**config.mk**
```make
export PLATFORM = sky130hd
export DESIGN_NAME = pbd_sdiv
export DESIGN_NICKNAME = d
export VERILOG_FILES = /design/src/sv/pbd_pkg.sv /design/src/sv/pbd_sdiv.sv
export SDC_FILE = /design/constraint.sdc
export NUM_CORES = 1
export LEC_CHECK = 0
export ABC_AREA = 1
export BUFFER_PORTS_ARGS = -buffer_cell sky130_fd_sc_hd__buf_4
export CAP_MARGIN = 10
export CORE_MARGIN = 1.5
export CORE_UTILIZATION = 55
export CTS_CLUSTER_SIZE = 40
export DETAILED_ROUTE_END_ITERATION = 8
export HOLD_SLACK_MARGIN = 0.06
export PLACE_DENSITY = 0.77
export SETUP_SLACK_MARGIN = 0.4
export SLEW_MARGIN = 20
export SYNTH_ARGS = -nofsm -noshare
export SYNTH_HDL_FRONTEND = slang
export SYNTH_SLANG_ARGS = --single-unit
```
**constraint.sdc**
```tcl
create_clock -name clk -period 4.8 [get_ports clk]
set_input_delay 0.72 -clock clk [delete_from_list [all_inputs] [get_ports clk]]
set_output_delay 0.72 -clock clk [all_outputs]
set_load 0.005 [all_outputs]
```
**src/sv/pbd_pkg.sv**
```systemverilog
// ----------------------------------------------------------------------------
// pbd_pkg: shared types and constants for the pulse beat detector
// Register indexes, reset values, controller states and the divider request
// and response types.
// ----------------------------------------------------------------------------
`default_nettype none

package pbd_pkg;

  localparam int WINDOW_DEPTH_DEF = 1024;
  localparam int SAMPLE_BITS_DEF  = 16;

  localparam int CFG_INDEX_BITS = 1;
  localparam int CFG_DATA_BITS  = 16;
  localparam int WLEN_BITS      = 11;
  localparam int KEEP_BITS      = 16;
  localparam int STAMP_BITS     = 32;
  localparam int COUNT_BITS     = 32;
  localparam int ACC_BITS       = 64;
  localparam int ENERGY_BITS    = 48;

  localparam logic [CFG_INDEX_BITS-1:0] CFG_WINDOW_LENGTH  = 1'b0;
  localparam logic [CFG_INDEX_BITS-1:0] CFG_THRESHOLD_KEEP = 1'b1;

  localparam logic [WLEN_BITS-1:0] WLEN_RESET = 11'd256;
  localparam logic [KEEP_BITS-1:0] KEEP_RESET = 16'd21845;

  typedef enum logic [3:0] {
    S_IDLE,
    S_EVICT,
    S_EVICT_RD,
    S_WRITE,
    S_SCAN,
    S_MEAN,
    S_MEAN_WAIT,
    S_MUL_LO,
    S_MUL_HI,
    S_DECIDE,
    S_E_CM,
    S_E_T,
    S_E_MUL,
    S_P_DIV,
    S_P_WAIT,
    S_PUT
  } state_t;

  typedef struct packed {
    logic                  start;
    logic [ACC_BITS-1:0]   num;
    logic [COUNT_BITS-1:0] den;
  } div_req_t;

  typedef struct packed {
    logic                busy;
    logic                done;
    logic [ACC_BITS-1:0] quo;
  } div_rsp_t;

  function automatic logic [ENERGY_BITS-1:0] sat48(input logic [ACC_BITS-1:0] x);
    logic [ENERGY_BITS-1:0] r;
    if (x[ACC_BITS-1:ENERGY_BITS] != '0) begin
      r = '1;
    end else begin
      r = x[ENERGY_BITS-1:0];
    end
    return r;
  endfunction

endpackage

`default_nettype wire

```
**src/sv/pbd_sdiv.sv**
```systemverilog
// ----------------------------------------------------------------------------
// pbd_sdiv: bit-serial unsigned divider
// Restoring division, one quotient bit per cycle, 64 by 32 bits.
// ----------------------------------------------------------------------------
`default_nettype none

module pbd_sdiv (
  input  wire logic             clk,
  input  wire logic             rst_n,
  input  wire pbd_pkg::div_req_t req,
  output pbd_pkg::div_rsp_t     rsp
);
  import pbd_pkg::*;

  localparam int CW = $clog2(ACC_BITS + 1);

  logic [COUNT_BITS:0]   rem_r;
  logic [ACC_BITS-1:0]   quo_r;
  logic [COUNT_BITS-1:0] den_r;
  logic [CW-1:0]         cnt_r;
  logic                  done_r;

  logic [COUNT_BITS:0]   rem_sh;
  logic [COUNT_BITS+1:0] diff;
  logic                  ge;

  assign rem_sh = {rem_r[COUNT_BITS-1:0], quo_r[ACC_BITS-1]};
  assign diff   = {1'b0, rem_sh} - {2'b00, den_r};
  assign ge     = ~diff[COUNT_BITS+1];

  always_ff @(posedge clk) begin
    if (!rst_n) begin
      cnt_r  <= '0;
      done_r <= 1'b0;
    end else if (req.start) begin
      cnt_r  <= CW'(ACC_BITS);
      done_r <= 1'b0;
    end else if (cnt_r != '0) begin
      cnt_r  <= cnt_r - 1'b1;
      done_r <= (cnt_r == CW'(1));
    end else begin
      done_r <= 1'b0;
    end
  end

  always_ff @(posedge clk) begin
    if (req.start) begin
      rem_r <= '0;
      quo_r <= req.num;
      den_r <= req.den;
    end else if (cnt_r != '0) begin
      rem_r <= ge ? diff[COUNT_BITS:0] : rem_sh;
      quo_r <= {quo_r[ACC_BITS-2:0], ge};
    end
  end

  assign rsp.busy = (cnt_r != '0);
  assign rsp.done = done_r;
  assign rsp.quo  = quo_r;

endmodule

`default_nettype wire

```
==> results of run 1 <==
cells in the mapped netlist, types with 3 or more instances:
library cell,number
a21oi_1,21
buf_1,5
buf_2,4
buf_4,3
buf_6,5
clkbuf_1,12
dfxtp_1,40
edfxtp_1,96
ha_1,34
inv_1,173
inv_2,6
nand2_1,507
nand2_2,9
nand3_1,79
nand3b_1,18
nand4_1,8
nor2_1,51
nor2_4,3
nor3_1,5
o21ai_1,9
xnor2_1,14
xor2_1,3
power by group:
| group | internal, uW | leakage (uW) | switching, uW |
|---|---|---|---|
| clock network | 829 | 0.000302 | 542 |
| registers | 1560 | 0.00132 | 163 |
| logic | 660 | 0.00386 | 967 |
| total | 3050 | 0.00548 | 1670 |
state kept, by name (all words and copies together) (netlist names):
register,flops
den_r,32
rem_r,32
cnt_r,7
done_r,1
quo_r,64
per-stage QoR:
step	util	power, uW	hold WS (ns)	std cells
finish	0.698	4720	0.467	1481
global placement	0.655	3310	0.435	1449
global route	0.698	5010	0.456	1481
CTS	0.697	4730	0.459	1481
floorplan	-	2770	0.422	1127
detailed placement	0.655	3340	0.437	1449
area by class of cell:
cell class                      count  area, um2
Sequential cell                   136       3680
Fill cell                        1224       4410
Tap cell                          184        230
Inverter                          179        672
Clock inverter                     15        188
Clock buffer                       17        425
Timing Repair Buffer              167       1260
Multi-Input combinational cell    783       3720
layer usage:
| layer | share of wire | global-route usage | routed length, um |
|---|---|---|---|
| met5 | 0 | 0 | 0 |
| met1 | 0.43 | 0.345 | 8980 |
| met3 | 0.073 | 0.0719 | 1530 |
| met2 | 0.48 | 0.461 | 10100 |
| met4 | 0.017 | 0.0802 | 354 |
worst max path at each step:
stage	depth (start not counted)	start	endpoint	slack, ns
floorplan	7	cnt_r[0]	quo_r[0]	2.69
global placement	5	req[96]	quo_r[0]	1.79
detailed placement	5	req[96]	quo_r[0]	1.72
CTS	8	cnt_r[0]	quo_r[32]	2.15
global route	11	den_r[17]	rem_r[25]	1.97
finish	11	den_r[17]	rem_r[25]	2.11
cell families (layout without fill, tap and decap cells):
group / Yosys count / in the layout / synth area share
and+or+nand+nor: 693 / 693 / 0.353
DFF: 136 / 136 / 0.447
adders and majority gates: 35 / 35 / 0.0541
xor gates and xnor gates: 17 / 17 / 0.0181
AOI/OAI and AO/OA: 38 / 38 / 0.0261
buffers and inverters: 208 / 378 / 0.101
==> results.ini, run 1 <==
[drt]
vias=7500
drt-vias-per-instance=5.06
detail-route-antenna-nets=0
first_pass_iters=5
wl_per_cell_um=14.2
first_iter_violations=539
drt-total-wl_mm=21.0
route.detailed.drc=0

[global_routing]
grt_pass1_wl_mm=34.7
gr-total-overflow=0
grt_pass1_vias=7262
grt_max_degree=99
grtUsageTotal=0.273
grt_antenna_before_repair=0

[placement]
io_buffers=164
place_congestion=0.963
place_ws_ns=1.72
hpwl_mm=15.1
dpl_cell_area_um2=9560

[die]
die_w_um=125
initial_core_util=0.565
die_area_um2=15700
ioPinCount=165
num_rows=44
core_area_um2=14600
die_h_um=125

[timing]
skew_ns=0.00921
fmax_mhz=372
grt_setup_unrepaired=no
hold_viol_final=0
worstMarginPinSlew_ns=1.07
tns_ns=0
drv_slew=0
fin_crit_sh=0.561
setup_viol=0
worst_slack_ns=2.11
slew_headroom=0.288
period_minus_slack_ns=2.69

[synthesis]
synth_seq_cells=136
yosys-top-cells-area=edfxtp_1 (35%), nand2_1 (23%), dfxtp_1 (9.7%)
async_reset_ff_frac=0
synth_nets=1261
synth_cell_types=38
synth.yosys.seq_area_share=0.447
syn_inst=1127
yosys_warnings=0
syn-mean-instance-area_um2=7.31
synth_top_area_cell=edfxtp_1
synth_top_area_frac=0.350
syn-cell-area_um2=8240
synth_edf_count=96
ys.flop_type=edfxtp_1

[clock_network]
cts_buffer_depth=2
cts_resized=0
cts_hold_buf=0
cts_tree=done
clk_pin_slew_worst_paths_ns=0.06
h-tree-depth=4
cts_buffers=17
post_cts_buffers=0
clk_latency_ns=0.42
cts_root_buf=clkbuf_16
cts.sink_count=136

[setup_path]
critPathKind=flip-flop to flip-flop
slowest_stage=nand2_4
cp_num_buf_inv=1
required_ns=5.12
cp_top_family=simple AND/OR/NAND/NOR gates
crit_top_cell=nand2_1
cp-start-kind=flip-flop
worst_setup_path_end_kind=flip-flop
path_max_fanout=35
regToRegSetupSlack_ns=2.11
r2r-end=rem_r[25]
r2r-start=den_r[17]
worstRegToRegCells=11
max_stage_delay_ns=0.43
crit_path_cell_trace=inv_1 > ha_1 > nand2_1 > nor2_1 > nand2_2 > nor2_2 > nand2_4 > nand2_4 > nand3_1 > nand2_1 > nand2_1
cp.arrival_ns=3.01

[power]
ir_drop_uv=312
leakage_uw=0.00548
power_density_nw_per_um2=464

[hold_path]
min_from=cnt_r[6]
hold_depth=1
hold_class=flip-flop to flip-flop
whs_endpoint=done_r

[cells_and_area]
nNetsFinal=1418
antenna_cells=0
design_area_um2=10200
drive_gt1_frac=0.179
layout_commonest_cell=nand2_1
final_cell_mix=nand2_1 (507), inv_1 (172), buf_4 (166)
area_delta_synth_final_pct=23.6

[status]
status=finished, final reports clean

[job]
maxCapViolations=0

Power figures use the tool's default switching activity.
==> run 2, diff against run 1 <==
Settings changed: CORE_UTILIZATION 55 to 51, PLACE_DENSITY 0.77 to 0.75.
Clock period 4.8 ns to 2.2 ns, I/O delays scaled along.
==> run 2 against run 1 <==
Against the previous run:
- the run now ends with negative setup slack left
- critical path type unchanged
- clock skew is 0.0080 ns higher
- die area is 7.7% higher
- fmax increased by 16%
- largest cell class unchanged
- final cell count rose by 7.7%
- clock-buffer cell count unchanged
- first-iteration DRC count rose by 27%
- clock power increased by 110%
==> results.ini, run 2 (synthesized netlist as in run 1, its figures left out) <==
[timing]
period_minus_slack_ns=2.31
drv_slew=0
setup_viol=32
holdWs_ns=0.0752
fin_crit_sh=1.05
tns_ns=-2.03
worst_slack_ns=-0.110
hold_viol_final=0
skew_ns=0.0172
grt_setup_unrepaired=yes
fmax_mhz=433
slew_headroom=0.637
worstMarginPinSlew_ns=0.545

[setup_path]
required_ns=2.51
cp-start-kind=flip-flop
crit_path_cell_trace=inv_1 > ha_4 > nand2_1 > nand2_1 > nand2_2 > nand2_2 > nand2_2 > nand3_4 > nand2_4 > nand2_4 > nand2_8 > nand2_8 > buf_12 > nand2_4 > nand3_2 > o21ai_1
slowest_stage=edfxtp_1
worst_setup_path_end_kind=flip-flop
critPathKind=flip-flop to flip-flop
cp.arrival_ns=2.62
max_stage_delay_ns=0.45
path_max_fanout=7

[clock_network]
cts_root_buf=clkbuf_16
cts_buffers=17
clk_latency_ns=0.43
cts_buffer_depth=2
cts_tree=done
h-tree-depth=4
clk_pin_slew_worst_paths_ns=0.07
cts.sink_count=136

[cells_and_area]
design_area_um2=12100
ff_latch_area_um2=3690
multi_input_area_um2=4700
antenna_cells=0
nNetsFinal=1501
area_delta_synth_final_pct=46.8
fillers=1149
layout_commonest_cell=nand2_1
drive_gt1_frac=0.346
largest_reg_flops=64
largest_register=quo_r
top_regs=quo_r: 64 flops, den_r: 32 flops, rem_r: 32 flops
final_cell_mix=nand2_1 (445), buf_4 (214), inv_1 (151)

[die]
die_w_um=130
die_area_um2=16900
ioPinCount=165
die_h_um=130
core_area_um2=15800
num_rows=46
initial_core_util=0.520

[placement]
io_buffers=164
dpl_cell_area_um2=9870
place_congestion=0.957
hpwl_mm=16.9

[power]
p_sw_uw=4540
internal-power_uw=7600
combPwrFrac=0.450
power_density_nw_per_um2=1000
leakage_uw=0.00617
clkPwrFrac=0.235
p_sw_frac=0.374
finalPower_uw=12100
ir_drop_uv=598
seq_power_share=0.315

[drt]
first_pass_iters=7
detail-route-antenna-nets=0
drt-vias-per-instance=5.27
wl_per_cell_um=17.0
drt-total-wl_mm=27.1
first_iter_violations=684
route.detailed.drc=0
vias=8402

[global_routing]
grt_pass1_vias=7888
grt_max_degree=50
grt_pass1_wl_mm=39.6
grt_antenna_before_repair=0
grtUsageTotal=0.308
gr-total-overflow=0

[status]
violations=negative setup slack
status=finished with violations

[hold_path]
hold_class=primary input to flip-flop

[job]
maxCapViolations=0

## run 2: cell count changes in the layout (fill, tap and decap cells not counted), sizes merged
cell	before	now
clkinv	5	7
inv	185	183
clkbuf	17	19
bufinv	3	2
buf	167	237
dlygate4sd3	0	11
## run 2: final timing paths
check	from	end	slack (ns)	depth (start not counted)
worst min register to register	cnt_r[0]	cnt_r[0]	0.47	1
worst max-delay path	den_r[2]	rem_r[7]	-0.11	16
worst min-delay path	req[24]	den_r[24]	0.08	1
worst max register to register	den_r[2]	rem_r[7]	-0.11	16
## run 2: what timing repair did
| action | 4_1_cts | 5_1_grt |
|---|---|---|
| endpoints found under the hold margin | 11 | 0 |
| setup endpoints to repair | 85 | 85 |
| cloned | 4 | 2 |
| hold buffers | 11 | 0 |
| buffers inserted | 38 | 10 |
| pin swaps | 21 | 51 |
| resized for setup | 119 | 109 |
## run 2: critical path: cells and delay by family (launching register included)
family          cells  cell delay, ns
compound gates      1            0.08
flops               1            0.45
fa+ha+maj           1            0.32
buf+inv             2            0.27
simple gates       12            1.04
## run 2: area by class of cell
cell class | instances | area share
repair buffers | 250 | 0.180
clock inverters | 14 | 0.0124
well taps | 216 | 0.0223
flip-flops and latches | 136 | 0.305
multi-input cells | 783 | 0.388
clock buffers | 17 | 0.0352
inverters | 179 | 0.0564
## run 2: power groups by stage
stage / clock, uW / combinational [uW] / sequential [uW]
finish: 2850 / 5460 / 3830
global route: 2970 / 5850 / 3890
floorplan: 0 / 2380 / 3740
CTS: 2870 / 4620 / 3810
global placement: 0 / 3730 / 3790
detailed placement: 0 / 3780 / 3780
## run 2: per-stage QoR
| step | std cells | worst slack (ns) | util |
|---|---|---|---|
| final | 1595 | -0.110 | 0.764 |
| after floorplan | 1127 | 0.342 | - |
| after global routing | 1595 | -0.195 | 0.764 |
| after global placement | 1499 | 0.106 | 0.623 |
| after CTS | 1583 | 0.187 | 0.728 |
| after detailed placement | 1499 | 0.0800 | 0.623 |
## run 2: layer usage
metal,track usage,part of all wire
met2,0.505,0.47
met5,0,0
met3,0.0902,0.099
met1,0.374,0.39
met4,0.141,0.051
==> run 3, diff against run 2 <==
Settings changed: ABC_AREA 1 to 0, CORE_MARGIN 1.5 to default, CORE_UTILIZATION 51 to 50, GPL_TIMING_DRIVEN from default to 0.
==> run 3 against run 2 <==
Against the previous run:
- sequential cell count did not move
- setup slack got worse by 0.66 ns
- fmax fell by 22%
- final cell count fell by 31%
- critical endpoint is now rem_r[15]
- die area shrank 10%
- clock power rose by 1%
- first-iteration DRC count grew 1.6%
- total power rose by 33%
- non-clock buffer count grew 18
- the flow still finishes with violations (negative setup slack)
- worst hold slack lost 0.0064 ns
- synthesized area decreased by 11%
==> results.ini, run 3 <==
[status]
status=finished with violations
violations=negative setup slack

[cells_and_area]
design_area_um2=11100
top_regs=quo_r: 64 flops, den_r: 32 flops, rem_r: 32 flops
antenna_cells=0
largest_reg_flops=64
nNetsFinal=1045
area_delta_synth_final_pct=51.3
largest_register=quo_r
fillers=782
layout_commonest_cell=buf_4
final_cell_mix=buf_4 (202), edfxtp_1 (96), mux2_2 (63)
drive_gt1_frac=0.511
stdcell_count=1104

[placement]
io_buffers=164
dpl_cell_area_um2=8950
hpwl_mm=13.7
place_congestion=0.904
dp_cells=1001

[setup_path]
critPathLaunch=den_r[0]
r2r-start=den_r[0]
cp_num_buf_inv=4
slowest_stage=edfxtp_1
cp_top_family=compound AO/OA/AOI/OAI gates
cp-start-kind=flip-flop
path_max_fanout=6
crit_top_cell=buf_4
cp.arrival_ns=3.29
worst_setup_path_end_kind=flip-flop
max_stage_delay_ns=0.46
crit_path_cell_trace=ha_4 > buf_4 > nor2b_4 > o31a_4 > o21ba_4 > o21ai_4 > a2111oi_4 > o211ai_2 > buf_4 > buf_6 > nand2_8 > buf_8 > nand2_2 > a311oi_2
required_ns=2.52
path_depth=14
worstRegToRegCells=14
critPathKind=flip-flop to flip-flop

[timing]
worstMarginPinSlew_ns=0.902
holdWs_ns=0.0688
drv_slew=0
tns_ns=-21.43
setup_viol=33
slew_headroom=0.399
skew_ns=0.0108
hold_viol_final=0
worst_slack_ns=-0.768
period_minus_slack_ns=2.97
fmax_mhz=337
fin_crit_sh=1.35
grt_setup_unrepaired=yes

[clock_network]
clk_latency_ns=0.44
h-tree-depth=4
cts_root_buf=clkbuf_16
cts.sink_count=136
cts_tree=done
cts_buffer_depth=2
cts_buffers=17
clk_pin_slew_worst_paths_ns=0.07

[power]
power_density_nw_per_um2=1450
ir_drop_uv=929
finalPower_uw=16100
leakage_uw=0.00473

[synthesis]
ys.flop_type=edfxtp_1
synth_cell_types=69
syn-cell-area_um2=7350
synth_nets=790
synth_top_area_frac=0.392
synth_top_area_cell=edfxtp_1
yosysMostFrequentCell=edfxtp_1
yosys-top-cells-area=edfxtp_1 (39%), dfxtp_1 (11%), mux2_2 (9.8%)
synth.yosys.seq_area_share=0.501
synth_edf_count=96
syn_inst=656
yosys_warnings=0
synth_seq_cells=136
async_reset_ff_frac=0
syn-mean-instance-area_um2=11.2
netlist_top_cells_count=edfxtp_1 (96), mux2_2 (64), nand2_1 (54)

[global_routing]
grt_antenna_before_repair=0
grt_pass1_wl_mm=32.1
gr-total-overflow=0
grtUsageMet3=0.0812
grtUsageTotal=0.279
grt_max_degree=34
busiest_layer=met2
grtUsageMet1=0.338
grt_pass1_vias=6417
met2_usage=0.470

[die]
initial_core_util=0.521
die_w_um=123
num_rows=43
die_h_um=123
core_area_um2=14100
ioPinCount=165
die_area_um2=15200

[drt]
first_iter_violations=695
first_pass_iters=7
route.detailed.drc=0
wl_per_cell_um=22.8
detail-route-antenna-nets=0
drt-total-wl_mm=25.1
drt-vias-per-instance=6.14
vias=6776

[hold_path]
hold_class=primary input to flip-flop
min_from=req[6]
hold_depth=1

[job]
maxCapViolations=0

## run 3: path summary, 6_finish.rpt
kind | endpoint | slack (ns)
max | rem_r[15] | -0.77
min reg2reg | rem_r[11] | 0.54
max reg2reg | rem_r[15] | -0.77
min | den_r[6] | 0.07
## run 3: per-layer routing
| layer | part of all wire | vias up |
|---|---|---|
| li1 | - | 2947 |
| met4 | 0.053 | 0 |
| met3 | 0.078 | 139 |
| met2 | 0.50 | 428 |
| met1 | 0.37 | 3262 |
| met5 | 0 | - |
## run 3: through the flow
step,setup slack [ns],utilization
final,-0.768,0.789
after global routing,-0.833,0.789
after CTS,-0.612,0.728
after detailed placement,-0.778,0.635
after global placement,-0.838,0.634
after floorplan,-0.316,-
## run 3: what timing repair did
| item | 4_1_cts | 5_1_grt |
|---|---|---|
| hold buffers | 0 | 8 |
| endpoints found under the hold margin | 0 | 8 |
| endpoints found under the setup margin | 127 | 128 |
| pin swaps | 29 | 57 |
| resized for setup | 71 | 116 |
| gates cloned | 6 | 4 |
| buffers inserted | 33 | 20 |
## run 3: area by class of cell
cell class | instances | area, um2 | area share
timing repair buffer | 235 | 2060 | 0.185
multi-input combinational | 442 | 4090 | 0.368
tap | 180 | 225 | 0.0203
sequential | 136 | 3700 | 0.332
inverter | 45 | 175 | 0.0158
timing repair inverter | 1 | 7.51 | 0.000675
clock inverter | 15 | 156 | 0.0141
clock buffer | 17 | 425 | 0.0383
buffer | 33 | 285 | 0.0257
## run 3: report_power, final
part	leakage [uW]	internal (uW)	switching [uW]
sequential	0.00131	3670	655
combinational	0.00314	4370	4520
clock	0.000278	1600	1290
total	0.00473	9640	6460
## run 3: logic make-up after synthesis
logic type / synth area share
compound gates: 0.154
xor+xnor: 0.0370
fa+ha+maj: 0.0606
buf+inv: 0.0453
flops: 0.501
mux: 0.101
simple gates: 0.101
